File: config.mk
export PLATFORM = sky130hd
export DESIGN_NAME = status_light_fade_blink
export DESIGN_NICKNAME = d
export VERILOG_FILES = /design/src/rtl/slfb_pkg.sv /design/src/rtl/status_light_fade_blink.sv /design/src/rtl/slfb_div.sv /design/src/rtl/slfb_dp.sv /design/src/rtl/slfb_ctrl.sv
export SDC_FILE = /design/constraint.sdc
export NUM_CORES = 1
export LEC_CHECK = 0
export ABC_AREA = 1
export ABC_CLOCK_PERIOD_IN_PS = 7000
export BUFFER_PORTS_ARGS = -buffer_cell sky130_fd_sc_hd__buf_2
export CELL_PAD_IN_SITES_DETAIL_PLACEMENT = 1
export CELL_PAD_IN_SITES_GLOBAL_PLACEMENT = 2
export CORE_MARGIN = 2
export CORE_UTILIZATION = 37
export CTS_CLUSTER_DIAMETER = 80
export DETAILED_ROUTE_END_ITERATION = 8
export GPL_TIMING_DRIVEN = 0
export PLACE_DENSITY = 0.92
export SLEW_MARGIN = 30
export SYNTH_ARGS = -nofsm -noshare
export SYNTH_HDL_FRONTEND = slang
export SYNTH_SLANG_ARGS = --single-unit
File: constraint.sdc
create_clock -name aclk -period 7 [get_ports aclk]
set_input_delay 2.1 -clock aclk [delete_from_list [all_inputs] [get_ports aclk]]
set_output_delay 2.1 -clock aclk [all_outputs]
set_load 0.02 [all_outputs]
File: src/rtl/slfb_pkg.sv
// Shared types, constants and codes for the status light fade/blink block.
package slfb_pkg;

    localparam int FULL_SCALE     = 1000;
    localparam int ORANGE_GREEN   = 500;
    localparam int FLIP_THRESHOLD = 98;
    localparam int INVERT_BASE    = 254;
    localparam int DUTY_MAX       = 255;

    // field widths
    localparam int STATUS_W = 2;
    localparam int DRAW_W   = 4;
    localparam int ROLL_W   = 7;
    localparam int LEVEL_W  = 12;
    localparam int STEP_W   = 5;
    localparam int COLOR_W  = 10;
    localparam int SCALE_W  = 10;
    localparam int BOUND_W  = 10;
    localparam int RAW_W    = 13;
    localparam int CFG_IDX_W = 3;

    localparam int IN_W  = STATUS_W + 2 * (DRAW_W + ROLL_W);
    localparam int IN_TDATA_W  = ((IN_W + 7) / 8) * 8;
    localparam int OUT_W = 3 * COLOR_W;
    localparam int OUT_TDATA_W = ((OUT_W + 7) / 8) * 8;

    // clamped level and divider widths
    localparam int CLAMP_W   = $clog2(FULL_SCALE + 1);
    localparam int DIV_STEPS = (CLAMP_W + 1) / 2;
    localparam int DIV_W     = 2 * DIV_STEPS;
    localparam int DUTY_W    = CLAMP_W - 1;
    localparam int CNT_W     = $clog2(DIV_STEPS);
    localparam int NUM_CH    = 3;
    localparam int CH_W      = 2;

    // reset values
    localparam int RED_CEIL_RST   = 800;
    localparam int BLUE_FLOOR_RST = 50;
    localparam int BLUE_CEIL_RST  = 900;
    localparam int LEVEL_RST      = 500;
    localparam int RED_STEP_RST   = 10;
    localparam int BLUE_STEP_RST  = -10;

    typedef enum logic [CFG_IDX_W-1:0] {
        REG_DRIVER_MODE   = 3'd0,
        REG_INVERT_OUTPUT = 3'd1,
        REG_SCALE_DIVISOR = 3'd2,
        REG_RED_FLOOR     = 3'd3,
        REG_RED_CEILING   = 3'd4,
        REG_BLUE_FLOOR    = 3'd5,
        REG_BLUE_CEILING  = 3'd6
    } cfg_reg_t;

    typedef enum logic [STATUS_W-1:0] {
        ST_OK       = 2'd0,
        ST_WARNING  = 2'd1,
        ST_CRITICAL = 2'd2,
        ST_UNKNOWN  = 2'd3
    } status_t;

    typedef enum logic [2:0] {
        S_IDLE,
        S_START,
        S_RUN,
        S_STORE,
        S_EMIT
    } ctrl_state_t;

    // controller -> datapath commands
    typedef struct packed {
        logic            load;   // take input item, update fade/blink state
        logic            start;  // load divider with channel ch
        logic            step;   // one divider iteration (two quotient bits)
        logic            store;  // map quotient of channel ch into result slot
        logic            emit;   // move results into the output register
        logic [CH_W-1:0] ch;
    } dp_cmd_t;

endpackage

File: src/rtl/status_light_fade_blink.sv
// Top level of the status light fade/blink block.
// Each input item is one status tick; each produces exactly one result item holding red,
// green and blue. Status 0 drifts the red and blue levels by their signed steps, renewing a
// step from the supplied draws when a level leaves its floor/ceiling window, or reversing it
// when the flip roll comes up 99 or more; any other status toggles a blink between a fixed
// color (yellow, red, orange) and black. Levels clamp to 0..1000 (PWM: 1..1000), divided by
// scale_divisor (0 = none), then passed through (driver_mode 1) or mapped to PWM duty x/4+1,
// optionally 254-duty. Sequence: from acceptance, an item gets a load step, then per color
// a divider load, five divider iterations (two quotient bits each, single shared divider)
// and a mapping step, then the handoff to the output register, held while it still waits.
// Items are handled one at a time; s_tready is high only while the sequencer is idle.
// The output register lets the next item be accepted while a result still waits on m_tready.
// Configuration writes are meant for idle periods only.
module status_light_fade_blink (
    input  logic                                   aclk,
    input  logic                                   aresetn,
    // input item channel
    input  logic                                   s_tvalid,
    output logic                                   s_tready,
    // [1:0] status_code, [5:2] red_step_draw, [12:6] red_flip_roll,
    // [16:13] blue_step_draw, [23:17] blue_flip_roll
    input  logic [slfb_pkg::IN_TDATA_W-1:0]        s_tdata,
    // result item channel
    output logic                                   m_tvalid,
    input  logic                                   m_tready,
    // [9:0] red_out, [19:10] green_out, [29:20] blue_out, [31:30] zero
    output logic [slfb_pkg::OUT_TDATA_W-1:0]       m_tdata,
    // configuration write port
    input  logic                                   cfg_we,
    input  logic [slfb_pkg::CFG_IDX_W-1:0]         cfg_index,
    input  logic [slfb_pkg::BOUND_W-1:0]           cfg_wdata
);

    slfb_pkg::dp_cmd_t              cmd;
    logic [slfb_pkg::OUT_W-1:0]     out_item;

    slfb_ctrl u_ctrl (
        .aclk     (aclk),
        .aresetn  (aresetn),
        .s_tvalid (s_tvalid),
        .s_tready (s_tready),
        .m_tvalid (m_tvalid),
        .m_tready (m_tready),
        .cmd      (cmd)
    );

    slfb_dp u_dp (
        .aclk      (aclk),
        .aresetn   (aresetn),
        .cmd       (cmd),
        .in_item   (s_tdata[slfb_pkg::IN_W-1:0]),
        .cfg_we    (cfg_we),
        .cfg_index (cfg_index),
        .cfg_wdata (cfg_wdata),
        .out_item  (out_item)
    );

    // pad to whole bytes
    assign m_tdata = slfb_pkg::OUT_TDATA_W'(out_item);

endmodule

File: src/rtl/slfb_div.sv
// Shared restoring divider, two quotient bits per cycle while step is high.
module slfb_div (
    input  logic                            aclk,
    input  logic                            start,
    input  logic                            step,
    input  logic [slfb_pkg::CLAMP_W-1:0]    dividend,
    input  logic [slfb_pkg::SCALE_W-1:0]    divisor,
    output logic [slfb_pkg::CLAMP_W-1:0]    quotient
);

    logic [slfb_pkg::SCALE_W-1:0] rem_reg, rem_next;
    logic [slfb_pkg::DIV_W-1:0]   quo_reg, quo_next;

    always_comb begin
        logic [slfb_pkg::SCALE_W:0] trial;
        rem_next = rem_reg;
        quo_next = quo_reg;
        trial    = '0;
        if (start) begin
            rem_next = '0;
            quo_next = slfb_pkg::DIV_W'(dividend);
        end else if (step) begin
            for (int i = 0; i < 2; i++) begin
                trial    = {rem_next, quo_next[slfb_pkg::DIV_W-1]};
                quo_next = {quo_next[slfb_pkg::DIV_W-2:0], 1'b0};
                if (trial >= {1'b0, divisor}) begin
                    trial       = trial - {1'b0, divisor};
                    quo_next[0] = 1'b1;
                end
                rem_next = trial[slfb_pkg::SCALE_W-1:0];
            end
        end
    end

    always_ff @(posedge aclk) begin
        rem_reg <= rem_next;
        quo_reg <= quo_next;
    end

    assign quotient = quo_reg[slfb_pkg::CLAMP_W-1:0];

endmodule

File: src/rtl/slfb_dp.sv
// Datapath: config registers, fade/blink state, clamp, divide, PWM map, output register.
module slfb_dp (
    input  logic                               aclk,
    input  logic                               aresetn,
    input  slfb_pkg::dp_cmd_t                  cmd,
    input  logic [slfb_pkg::IN_W-1:0]          in_item,
    input  logic                               cfg_we,
    input  logic [slfb_pkg::CFG_IDX_W-1:0]     cfg_index,
    input  logic [slfb_pkg::BOUND_W-1:0]       cfg_wdata,
    output logic [slfb_pkg::OUT_W-1:0]         out_item
);

    typedef struct packed {
        logic signed [slfb_pkg::LEVEL_W-1:0] level;
        logic signed [slfb_pkg::STEP_W-1:0]  step;
    } fade_t;

    function automatic fade_t fade(
        input logic signed [slfb_pkg::LEVEL_W-1:0] level,
        input logic signed [slfb_pkg::STEP_W-1:0]  step,
        input logic [slfb_pkg::BOUND_W-1:0]        lo,
        input logic [slfb_pkg::BOUND_W-1:0]        hi,
        input logic [slfb_pkg::DRAW_W-1:0]         draw,
        input logic [slfb_pkg::ROLL_W-1:0]         roll
    );
        fade_t r;
        logic signed [slfb_pkg::STEP_W-1:0] d;
        r.level = level + slfb_pkg::LEVEL_W'(step);
        d       = $signed({1'b0, draw});
        if (r.level < $signed({2'b00, lo}))
            r.step = d;
        else if (r.level > $signed({2'b00, hi}))
            r.step = -d;
        else if (roll > slfb_pkg::ROLL_W'(slfb_pkg::FLIP_THRESHOLD))
            r.step = -step;
        else
            r.step = step;
        return r;
    endfunction

    function automatic logic [slfb_pkg::CLAMP_W-1:0] clamp(
        input logic signed [slfb_pkg::RAW_W-1:0] x,
        input logic                              mode
    );
        logic [slfb_pkg::CLAMP_W-1:0] c;
        if (x > $signed(slfb_pkg::RAW_W'(slfb_pkg::FULL_SCALE)))
            c = slfb_pkg::CLAMP_W'(slfb_pkg::FULL_SCALE);
        else if (x < $signed(slfb_pkg::RAW_W'(1)))
            c = mode ? '0 : slfb_pkg::CLAMP_W'(1);
        else
            c = x[slfb_pkg::CLAMP_W-1:0];
        return c;
    endfunction

    function automatic logic [slfb_pkg::COLOR_W-1:0] shape(
        input logic [slfb_pkg::CLAMP_W-1:0] q,
        input logic                         mode,
        input logic                         inv
    );
        logic [slfb_pkg::DUTY_W-1:0] duty;
        logic [7:0]                  d8;
        logic [slfb_pkg::COLOR_W-1:0] o;
        duty = slfb_pkg::DUTY_W'(q >> 2) + slfb_pkg::DUTY_W'(1);
        if (duty > slfb_pkg::DUTY_W'(slfb_pkg::DUTY_MAX))
            d8 = 8'(slfb_pkg::DUTY_MAX);
        else
            d8 = duty[7:0];
        if (inv)
            d8 = (d8 > 8'(slfb_pkg::INVERT_BASE)) ? 8'd0 : 8'(slfb_pkg::INVERT_BASE) - d8;
        if (mode)
            o = slfb_pkg::COLOR_W'(q);
        else
            o = slfb_pkg::COLOR_W'(d8);
        return o;
    endfunction

    // config registers
    logic                          drv_mode_reg, invert_reg;
    logic [slfb_pkg::SCALE_W-1:0]  scale_reg;
    logic [slfb_pkg::BOUND_W-1:0]  red_floor_reg, red_ceil_reg, blue_floor_reg, blue_ceil_reg;

    // fade/blink state
    logic signed [slfb_pkg::LEVEL_W-1:0] red_level_reg, blue_level_reg;
    logic signed [slfb_pkg::STEP_W-1:0]  red_step_reg, blue_step_reg;
    logic                                phase_reg, phase_next;

    logic [slfb_pkg::CLAMP_W-1:0] clamp_reg [slfb_pkg::NUM_CH];
    logic [slfb_pkg::COLOR_W-1:0] res_reg   [slfb_pkg::NUM_CH];
    logic [slfb_pkg::OUT_W-1:0]   out_reg;

    logic [slfb_pkg::STATUS_W-1:0] status;
    logic [slfb_pkg::DRAW_W-1:0]   red_draw, blue_draw;
    logic [slfb_pkg::ROLL_W-1:0]   red_roll, blue_roll;
    fade_t                         red_f, blue_f;
    logic signed [slfb_pkg::RAW_W-1:0] raw_r, raw_g, raw_b;
    logic [slfb_pkg::CLAMP_W-1:0]  quotient, qsel;

    assign status    = in_item[1:0];
    assign red_draw  = in_item[5:2];
    assign red_roll  = in_item[12:6];
    assign blue_draw = in_item[16:13];
    assign blue_roll = in_item[23:17];

    assign red_f  = fade(red_level_reg, red_step_reg, red_floor_reg, red_ceil_reg,
                         red_draw, red_roll);
    assign blue_f = fade(blue_level_reg, blue_step_reg, blue_floor_reg, blue_ceil_reg,
                         blue_draw, blue_roll);

    always_comb begin
        raw_r      = '0;
        raw_g      = '0;
        raw_b      = '0;
        phase_next = phase_reg;
        if (status == slfb_pkg::ST_OK) begin
            raw_r = slfb_pkg::RAW_W'(red_f.level);
            raw_b = slfb_pkg::RAW_W'(blue_f.level);
        end else if (phase_reg) begin
            raw_r      = slfb_pkg::RAW_W'(slfb_pkg::FULL_SCALE);
            phase_next = 1'b0;
            if (status == slfb_pkg::ST_WARNING)
                raw_g = slfb_pkg::RAW_W'(slfb_pkg::FULL_SCALE);
            else if (status == slfb_pkg::ST_UNKNOWN)
                raw_g = slfb_pkg::RAW_W'(slfb_pkg::ORANGE_GREEN);
        end else begin
            phase_next = 1'b1;
        end
    end

    always_ff @(posedge aclk) begin
        if (!aresetn) begin
            drv_mode_reg   <= 1'b0;
            invert_reg     <= 1'b0;
            scale_reg      <= '0;
            red_floor_reg  <= '0;
            red_ceil_reg   <= slfb_pkg::BOUND_W'(slfb_pkg::RED_CEIL_RST);
            blue_floor_reg <= slfb_pkg::BOUND_W'(slfb_pkg::BLUE_FLOOR_RST);
            blue_ceil_reg  <= slfb_pkg::BOUND_W'(slfb_pkg::BLUE_CEIL_RST);
        end else if (cfg_we) begin
            case (cfg_index)
                slfb_pkg::REG_DRIVER_MODE:   drv_mode_reg   <= cfg_wdata[0];
                slfb_pkg::REG_INVERT_OUTPUT: invert_reg     <= cfg_wdata[0];
                slfb_pkg::REG_SCALE_DIVISOR: scale_reg      <= cfg_wdata;
                slfb_pkg::REG_RED_FLOOR:     red_floor_reg  <= cfg_wdata;
                slfb_pkg::REG_RED_CEILING:   red_ceil_reg   <= cfg_wdata;
                slfb_pkg::REG_BLUE_FLOOR:    blue_floor_reg <= cfg_wdata;
                slfb_pkg::REG_BLUE_CEILING:  blue_ceil_reg  <= cfg_wdata;
                default: ;
            endcase
        end
    end

    always_ff @(posedge aclk) begin
        if (!aresetn) begin
            red_level_reg  <= slfb_pkg::LEVEL_W'(slfb_pkg::LEVEL_RST);
            blue_level_reg <= slfb_pkg::LEVEL_W'(slfb_pkg::LEVEL_RST);
            red_step_reg   <= slfb_pkg::STEP_W'(slfb_pkg::RED_STEP_RST);
            blue_step_reg  <= slfb_pkg::STEP_W'(slfb_pkg::BLUE_STEP_RST);
            phase_reg      <= 1'b1;
        end else if (cmd.load) begin
            phase_reg <= phase_next;
            if (status == slfb_pkg::ST_OK) begin
                red_level_reg  <= red_f.level;
                red_step_reg   <= red_f.step;
                blue_level_reg <= blue_f.level;
                blue_step_reg  <= blue_f.step;
            end
        end
    end

    // payload registers
    always_ff @(posedge aclk) begin
        if (cmd.load) begin
            clamp_reg[0] <= clamp(raw_r, drv_mode_reg);
            clamp_reg[1] <= clamp(raw_g, drv_mode_reg);
            clamp_reg[2] <= clamp(raw_b, drv_mode_reg);
        end
        if (cmd.store)
            res_reg[cmd.ch] <= shape(qsel, drv_mode_reg, invert_reg);
        if (cmd.emit)
            out_reg <= {res_reg[2], res_reg[1], res_reg[0]};
    end

    slfb_div u_div (
        .aclk     (aclk),
        .start    (cmd.start),
        .step     (cmd.step),
        .dividend (clamp_reg[cmd.ch]),
        .divisor  (scale_reg),
        .quotient (quotient)
    );

    // divisor zero means no scaling
    assign qsel = (scale_reg == '0) ? clamp_reg[cmd.ch] : quotient;

    assign out_item = out_reg;

endmodule

File: src/rtl/slfb_ctrl.sv
// Controller: sequences load, three divisions, result mapping and output handoff.
module slfb_ctrl (
    input  logic              aclk,
    input  logic              aresetn,
    input  logic              s_tvalid,
    output logic              s_tready,
    output logic              m_tvalid,
    input  logic              m_tready,
    output slfb_pkg::dp_cmd_t cmd
);

    slfb_pkg::ctrl_state_t         state_reg, state_next;
    logic [slfb_pkg::CH_W-1:0]     ch_reg, ch_next;
    logic [slfb_pkg::CNT_W-1:0]    cnt_reg, cnt_next;
    logic                          out_valid_reg, out_valid_next;

    always_ff @(posedge aclk) begin
        if (!aresetn) begin
            state_reg     <= slfb_pkg::S_IDLE;
            ch_reg        <= '0;
            cnt_reg       <= '0;
            out_valid_reg <= 1'b0;
        end else begin
            state_reg     <= state_next;
            ch_reg        <= ch_next;
            cnt_reg       <= cnt_next;
            out_valid_reg <= out_valid_next;
        end
    end

    always_comb begin
        state_next = state_reg;
        ch_next    = ch_reg;
        cnt_next   = cnt_reg;
        cmd        = '0;
        cmd.ch     = ch_reg;
        s_tready   = 1'b0;
        case (state_reg)
            slfb_pkg::S_IDLE: begin
                s_tready = 1'b1;
                if (s_tvalid) begin
                    cmd.load   = 1'b1;
                    ch_next    = '0;
                    state_next = slfb_pkg::S_START;
                end
            end
            slfb_pkg::S_START: begin
                cmd.start  = 1'b1;
                cnt_next   = '0;
                state_next = slfb_pkg::S_RUN;
            end
            slfb_pkg::S_RUN: begin
                cmd.step = 1'b1;
                cnt_next = cnt_reg + 1'b1;
                if (cnt_reg == slfb_pkg::CNT_W'(slfb_pkg::DIV_STEPS - 1))
                    state_next = slfb_pkg::S_STORE;
            end
            slfb_pkg::S_STORE: begin
                cmd.store = 1'b1;
                if (ch_reg == slfb_pkg::CH_W'(slfb_pkg::NUM_CH - 1)) begin
                    state_next = slfb_pkg::S_EMIT;
                end else begin
                    ch_next    = ch_reg + 1'b1;
                    state_next = slfb_pkg::S_START;
                end
            end
            slfb_pkg::S_EMIT: begin
                if (!out_valid_reg || m_tready) begin
                    cmd.emit   = 1'b1;
                    state_next = slfb_pkg::S_IDLE;
                end
            end
            default: state_next = slfb_pkg::S_IDLE;
        endcase
    end

    always_comb begin
        if (cmd.emit)
            out_valid_next = 1'b1;
        else if (m_tready)
            out_valid_next = 1'b0;
        else
            out_valid_next = out_valid_reg;
    end

    assign m_tvalid = out_valid_reg;

    a_emit_no_overwrite: assert property (@(posedge aclk) disable iff (!aresetn)
        cmd.emit |-> (!out_valid_reg || m_tready))
        else $error("result overwritten while still waiting");

    a_load_then_start: assert property (@(posedge aclk) disable iff (!aresetn)
        cmd.load |=> (cmd.start && ch_reg == '0))
        else $error("division did not start on first channel after load");

    a_valid_from_emit: assert property (@(posedge aclk) disable iff (!aresetn)
        $rose(out_valid_reg) |-> $past(cmd.emit))
        else $error("output valid without an emit");

    a_channel_range: assert property (@(posedge aclk) disable iff (!aresetn)
        (cmd.start || cmd.store) |-> (ch_reg < slfb_pkg::CH_W'(slfb_pkg::NUM_CH)))
        else $error("channel index out of range");

endmodule

==> results by group, run 1 <==
Run status
  – Status: complete, no violations

Worst setup path
  – Worst endpoint data arrival time: 5.16 ns
  – R2R Setup Slk: 2.24 ns
  – Worst-path fanout max: 10
  – Worst setup path startpoint: u_dp.scale_reg[7]$_SDFFE_PN0P_
  – Crit Path Class: register to register
  – RR Endpoint: u_dp.u_div.rem_reg[7]$_SDFFE_PP0P_
  – CP endpoint kind: register
  – Startpoint Class: register
  – Worst-case reg-to-reg path depth: 21
  – CP Data Required Time: 7.40 ns
  – Worst R2R Start: u_dp.scale_reg[7]$_SDFFE_PN0P_
  – Critical Path End: u_dp.u_div.rem_reg[7]$_SDFFE_PP0P_

Synthesis
  – Syn. warnings: 0
  – Ys async rst share: 0
  – Synth cell types: 51
  – Post-synth top area cell: edfxtp_1
  – Post-synth EDFFs: 94
  – Post-synth top flop: dfxtp_1
  – Mean Syn Cell Area: 7.97 um^2
  – Synth Cell Area: 11900 um^2
  – FF+latch count, synth: 202
  – Synth Instances: 1489
  – Register area share after synthesis: 0.420
  – Synth top area cells: edfxtp_1, dfxtp_1, nand2_1
  – Post-synth top area share: 0.238

Clock tree
  – Worst skew pair latency: 0.52 ns
  – Clk root buf: clkbuf_16
  – H-tree Lvls: 1
  – Clock slew at reported path FFs: 0.06 ns
  – CTS sink count: 202
  – Cts hold-fix bufs: 0
  – CTS Buffer Depth: 3
  – Post-CTS setup buffer count: 0
  – CTS tree: done
  – Resized cells post-CTS: 0
  – CTS buffer count: 25

Die
  – Die span in x: 183 um
  – Total die area: 33500 um^2
  – Core Rows: 65
  – CORE AREA: 31600 um^2
  – Initial Util: 0.376
  – Chip height: 183 um
  – Ports: 76

Detailed routing
  – DR iter-0 viols: 383
  – First-pass iteration count of the detailed router: 4
  – Vias: 10300
  – WL per Instance: 16.9 um
  – Final wirelength: 34.0 mm
  – Antenna Violating Nets Remaining: 0
  – Remaining DRCs: 0
  – Via-to-Cell Ratio: 5.13

Global route
  – GRT Residual Overflow: 0
  – First-pass GRT wire length: 55.0 mm
  – Largest net degree at the start of global routing: 26
  – Vias in the first global route: 10700
  – GRT Total Usage: 0.205
  – Initial antenna violation count: 0

STA
  – Slew headroom: 0.350
  – Tmin final: 4.76 ns
  – F_max: 210 MHz
  – Max Slew Vio Count: 0
  – Final setup violation count: 0
  – Period Utilization, post-route: 0.680
  – Clock skew: 0.0101 ns
  – Setup_tns: 0 ns
  – Hold Violations, Final: 0
  – Crit path setup slack, layout: 2.24 ns
  – RSZ-0062 raised after global routing: false
  – Least-Margin Pin Slew: 0.972 ns

Final layout
  – Final Net Count: 1732
  – P&R area growth vs syn: 14.8%
  – Antenna cell count: 0
  – FILL cells: 3844
  – Ratio of cells with drive above 1 in the final layout: 0.104

Run
  – MaxCap Viol Count: 0

Power
  – Peak VDD IR: 0.188 mV
  – Pwr dens: 457 nW/um^2
  – Leak: 0.00613 uW

Placement
  – HPWL Detailed: 26.5 mm
  – Final Wtd Congestion: 0.874
  – DP Worst Slack: 2.05 ns
  – Port buffer count: 72

Worst hold path
  – Hold Path Class: register to register
[synth_stat cells (7+ instances only)]
library cell  count
nand2_1         324
nand2_2          10
dfxtp_1         108
xnor2_1          15
o22ai_1           8
ha_1             92
o211ai_1         27
edfxtp_1         94
clkbuf_1         23
nor2_2           10
a21oi_1         104
nor3_1           16
o21ai_0         118
a31oi_1           7
nand4_1          20
xor2_1           30
inv_1           214
o21bai_1          9
nor2_1          109
a211oi_1         10
nand3_1          78
[worst min-delay path by stage]
stage	startpoint	end	slack, ns	cells past startpoint
4_1_cts	u_dp.res_reg[2][8]$_DFFE_PP_	m_tdata[28]$_DFFE_PP_	0.42	0
6_report	u_dp.res_reg[2][8]$_DFFE_PP_	m_tdata[28]$_DFFE_PP_	0.42	0
2_1_floorplan	u_dp.res_reg[0][0]$_DFFE_PP_	m_tdata[0]$_DFFE_PP_	0.40	0
5_1_grt	u_dp.res_reg[2][5]$_DFFE_PP_	m_tdata[25]$_DFFE_PP_	0.43	0
3_3_place_gp	u_dp.res_reg[2][9]$_DFFE_PP_	m_tdata[29]$_DFFE_PP_	0.40	0
3_5_place_dp	u_dp.res_reg[0][9]$_DFFE_PP_	m_tdata[9]$_DFFE_PP_	0.41	0
[placed cells by master, fill, tap and decap left out, types with 7 or more instances in the layout]
master	instances
ha_1	92
nand2_2	10
dfxtp_1	108
nor3_1	16
a211oi_1	10
clkbuf_1	28
nand3_1	78
o211ai_1	27
nand4_1	20
nor2_1	106
edfxtp_1	94
o21ai_0	118
a21oi_1	104
buf_2	78
xor2_1	30
a31oi_1	7
nand2_1	324
inv_1	214
xnor2_1	15
o21bai_1	9
nor2_2	12
o22ai_1	8
clkbuf_16	25
[per-layer routing]
metal	global-route usage	part of all wire
met2	0.387	0.51
met1	0.243	0.43
met5	0	0
met3	0.0240	0.028
met4	0.0605	0.029
[logic make-up after synthesis]
logic type | Yosys count | share of synthesized area
mux | 3 | 0.00253
fa+ha+maj | 96 | 0.104
compound gates | 298 | 0.141
buf+inv | 256 | 0.0829
other cells | 1 | 0.000316
simple gates | 588 | 0.216
flops | 202 | 0.420
xor+xnor | 45 | 0.0332
[power breakdown]
part	total [uW]	internal (uW)	switching (uW)
clock network	1330	832	502
logic	3320	1100	2210
registers	1580	1470	102
[final cells by class]
type	instances	area (um^2)	share of cell area
plain buffers	32	144	0.0106
clock buffers	33	686	0.0503
clock inverters	12	161	0.0118
inverters	224	841	0.0617
multi-input cells	1032	5920	0.435
flip-flops and latches	202	4980	0.366
well taps	402	503	0.0369
repair buffers	77	385	0.0283
[through the flow]
stage / power, uW / utilization / instances / hold WS, ns / cell area [um^2]
4_1_cts: 6260 / 0.432 / 2014 / 0.420 / 13600
5_1_grt: 6790 / 0.432 / 2014 / 0.425 / 13600
6_report: 6230 / 0.432 / 2014 / 0.418 / 13600
3_3_place_gp: 4750 / 0.404 / 1964 / 0.402 / 12700
2_1_floorplan: 4010 / - / 1490 / 0.400 / 11900
3_5_place_dp: 4890 / 0.405 / 1969 / 0.406 / 12800
[worst max-delay path, cell delays in order, from the launching register on]
cell,delay (ns)
dfxtp_1,0.33
inv_1,0.09
ha_1,0.33
inv_1,0.09
nor4_1,0.40
nand4_1,0.14
nand3_1,0.35
clkbuf_1,0.40
o21ai_0,0.21
ha_1,0.39
nand2_1,0.07
o21ai_0,0.37
nand2_1,0.10
o211ai_1,0.16
a21oi_1,0.12
o21bai_1,0.20
nand2_1,0.10
nand3_1,0.11
clkbuf_1,0.38
nand2_1,0.12
o211ai_1,0.10
nand2_1,0.08
No activity file was read; power rests on OpenSTA's default activity.
==> inputs of run 2 (changes only) <==
--- a/config.mk
+++ b/config.mk
@@ -6,7 +6,7 @@
 export NUM_CORES = 1
 export LEC_CHECK = 0
 export ABC_AREA = 1
-export ABC_CLOCK_PERIOD_IN_PS = 7000
+export ABC_CLOCK_PERIOD_IN_PS = 4840
 export BUFFER_PORTS_ARGS = -buffer_cell sky130_fd_sc_hd__buf_2
 export CELL_PAD_IN_SITES_DETAIL_PLACEMENT = 1
 export CELL_PAD_IN_SITES_GLOBAL_PLACEMENT = 2
==> constraint.sdc (replaced) <==
create_clock -name aclk -period 4.84 [get_ports aclk]
set_input_delay 1.452 -clock aclk [delete_from_list [all_inputs] [get_ports aclk]]
set_output_delay 1.452 -clock aclk [all_outputs]
set_load 0.02 [all_outputs]
==> run 2 against run 1 <==
Effect of this change:
- critical path depth is 1 lower
- sequential power grew 44%
- register-to-register slack lost 1.7 ns
- clock skew increased by 0.0066 ns
- setup slack worse by 1.7 ns
- fmax is 11% higher
- critical endpoint is now u_dp.blue_step_reg[3]$_SDFFE_PN0P_
- via count is 0.19% lower
- largest cell class unchanged
- non-clock buffer count is 3 lower
- routed wire length up 1.8%
- global-route usage grew 0.23 points
- first-iteration DRC count stayed put
==> results by group, run 2 (same netlist as run 1, synthesis figures left out) <==
Final layout
  – Most common cell after layout, fill and taps aside: nand2_1
  – Ratio of cells with drive above 1 in the final layout: 0.107
  – Final Net Count: 1728
  – Antenna cell count: 0
  – Most frequent cells in the layout: nand2_1, inv_1, o21ai_0
  – P&R area growth vs syn: 14.9%

Clock tree
  – CTS sink count: 202
  – Clock slew at reported path FFs: 0.06 ns
  – Post-CTS setup buffer count: 0
  – CTS Buffer Depth: 3
  – Worst skew pair latency: 0.54 ns
  – CTS buffer count: 24
  – H-tree Lvls: 1
  – CTS tree: done
  – Clk root buf: clkbuf_16

Global route
  – GRT Residual Overflow: 0
  – Initial antenna violation count: 0
  – Vias in the first global route: 10700
  – First-pass GRT wire length: 55.5 mm
  – GRT Total Usage: 0.207
  – Largest net degree at the start of global routing: 26

Worst setup path
  – Worst endpoint data arrival time: 4.71 ns
  – Worst R2R Start: u_dp.blue_step_reg[4]$_SDFFE_PN1P_
  – Worst setup path startpoint: u_dp.blue_step_reg[4]$_SDFFE_PN1P_
  – Startpoint Class: register
  – Worst-path fanout max: 10
  – CP endpoint kind: register
  – CP Data Required Time: 5.26 ns
  – Worst-case reg-to-reg path depth: 20
  – Crit Path Class: register to register

STA
  – Crit path setup slack, layout: 0.550 ns
  – Slew headroom: 0.345
  – RSZ-0062 raised after global routing: false
  – F_max: 233 MHz
  – Hold Violations, Final: 0
  – Max Slew Vio Count: 0
  – Final setup violation count: 0
  – Period Utilization, post-route: 0.886
  – Worst hold-check slack: 0.415 ns
  – Tmin final: 4.29 ns
  – Least-Margin Pin Slew: 0.979 ns
  – Clock skew: 0.0167 ns

Placement
  – Port buffer count: 72
  – DP Worst Slack: 0.0894 ns
  – Final Wtd Congestion: 0.864
  – HPWL Detailed: 26.9 mm

Run
  – MaxCap Viol Count: 0

Die
  – Ports: 76
  – Die span in x: 183 um
  – Core Rows: 65
  – Chip height: 183 um
  – CORE AREA: 31600 um^2
  – Total die area: 33500 um^2
  – Initial Util: 0.376

Power
  – Sequential Power Share: 0.252
  – Clock network power share: 0.214
  – Combinational group share of total power: 0.534
  – Peak VDD IR: 0.290 mV
  – Cell Int Power: 4930 uW
  – Leak: 0.00611 uW
  – Switch share: 0.456
  – Pwr dens: 665 nW/um^2
  – Switch Pwr: 4130 uW

Detailed routing
  – Final wirelength: 34.6 mm
  – Antenna Violating Nets Remaining: 0
  – DR iter-0 viols: 383
  – WL per Instance: 17.2 um
  – First-pass iteration count of the detailed router: 5
  – Via-to-Cell Ratio: 5.13
  – Vias: 10300
  – Remaining DRCs: 0

Worst hold path
  – Worst hold stages: 0
  – Hold Crit Start: u_dp.res_reg[0][3]$_DFFE_PP_
  – Hold Path Class: register to register

Run status
  – Status: complete, no violations
## run 2: layout make-up
| type | count | area [um^2] |
|---|---|---|
| fill | 3844 | 17900 |
| multi-input combinational | 1032 | 5940 |
| sequential | 202 | 4980 |
| inverter | 224 | 841 |
| clock buffer | 31 | 667 |
| tap | 402 | 503 |
| timing repair buffer | 74 | 375 |
| clock inverter | 12 | 178 |
| buffer | 32 | 148 |
## run 2: worst max-delay path, stage by stage (launching register included)
cell      delay (ns)
dfxtp_1         0.60
ha_1            0.37
a21oi_1         0.23
a21boi_0        0.31
o21ai_0         0.20
xor2_1          0.47
ha_1            0.36
nand2_1         0.08
nor2_1          0.05
a211oi_1        0.19
o21ai_0         0.13
nand3_1         0.08
nand2_1         0.05
nor3_1          0.19
nor2_1          0.19
nand2_1         0.11
nand2_1         0.15
nand2_2         0.18
inv_1           0.07
nor2_1          0.12
nor2_1          0.05
## run 2: timing repair
item                       CTS  global route
setup endpoints to repair    0            11
gates resized for setup      0             9
hold buffers                 0             0
hold endpoints to repair     0             0
## run 2: metrics by stage
| step | setup TNS (ns) | util | power (uW) | area [um^2] | cells |
|---|---|---|---|---|---|
| 3_3_place_gp | -10.32 | 0.404 | 6870 | 12700 | 1964 |
| 4_1_cts | 0 | 0.432 | 9090 | 13600 | 2009 |
| 3_5_place_dp | 0 | 0.405 | 7100 | 12800 | 1966 |
| 5_1_grt | 0 | 0.432 | 9870 | 13600 | 2009 |
| 2_1_floorplan | 0 | - | 5800 | 11900 | 1490 |
| 6_report | 0 | 0.432 | 9070 | 13600 | 2009 |
## run 2: power by group through the flow
stage	Sequential (uW)	Clock [uW]	Combinational, uW
final	2280	1940	4840
after global routing	2310	2040	5520
after CTS	2280	1980	4820
after detailed placement	2320	0	4780
after global placement	2310	0	4570
after floorplan	2260	0	3540
## run 2: worst paths after layout
check / to / slack, ns
max reg2reg: u_dp.blue_step_reg[3]$_SDFFE_PN0P_ / 0.55
min: m_tdata[3]$_DFFE_PP_ / 0.42
min reg2reg: m_tdata[3]$_DFFE_PP_ / 0.42
max: u_dp.blue_step_reg[3]$_SDFFE_PN0P_ / 0.55
## run 2: layer usage
| layer | vias to the layer above | wire length, um | GRT usage |
|---|---|---|---|
| met1 | 4939 | 15100 | 0.248 |
| met2 | 147 | 17400 | 0.387 |
| met3 | 54 | 981 | 0.0230 |
| met4 | 0 | 1150 | 0.0672 |
| met5 | - | 0 | 0 |
| li1 | 5168 | - | - |
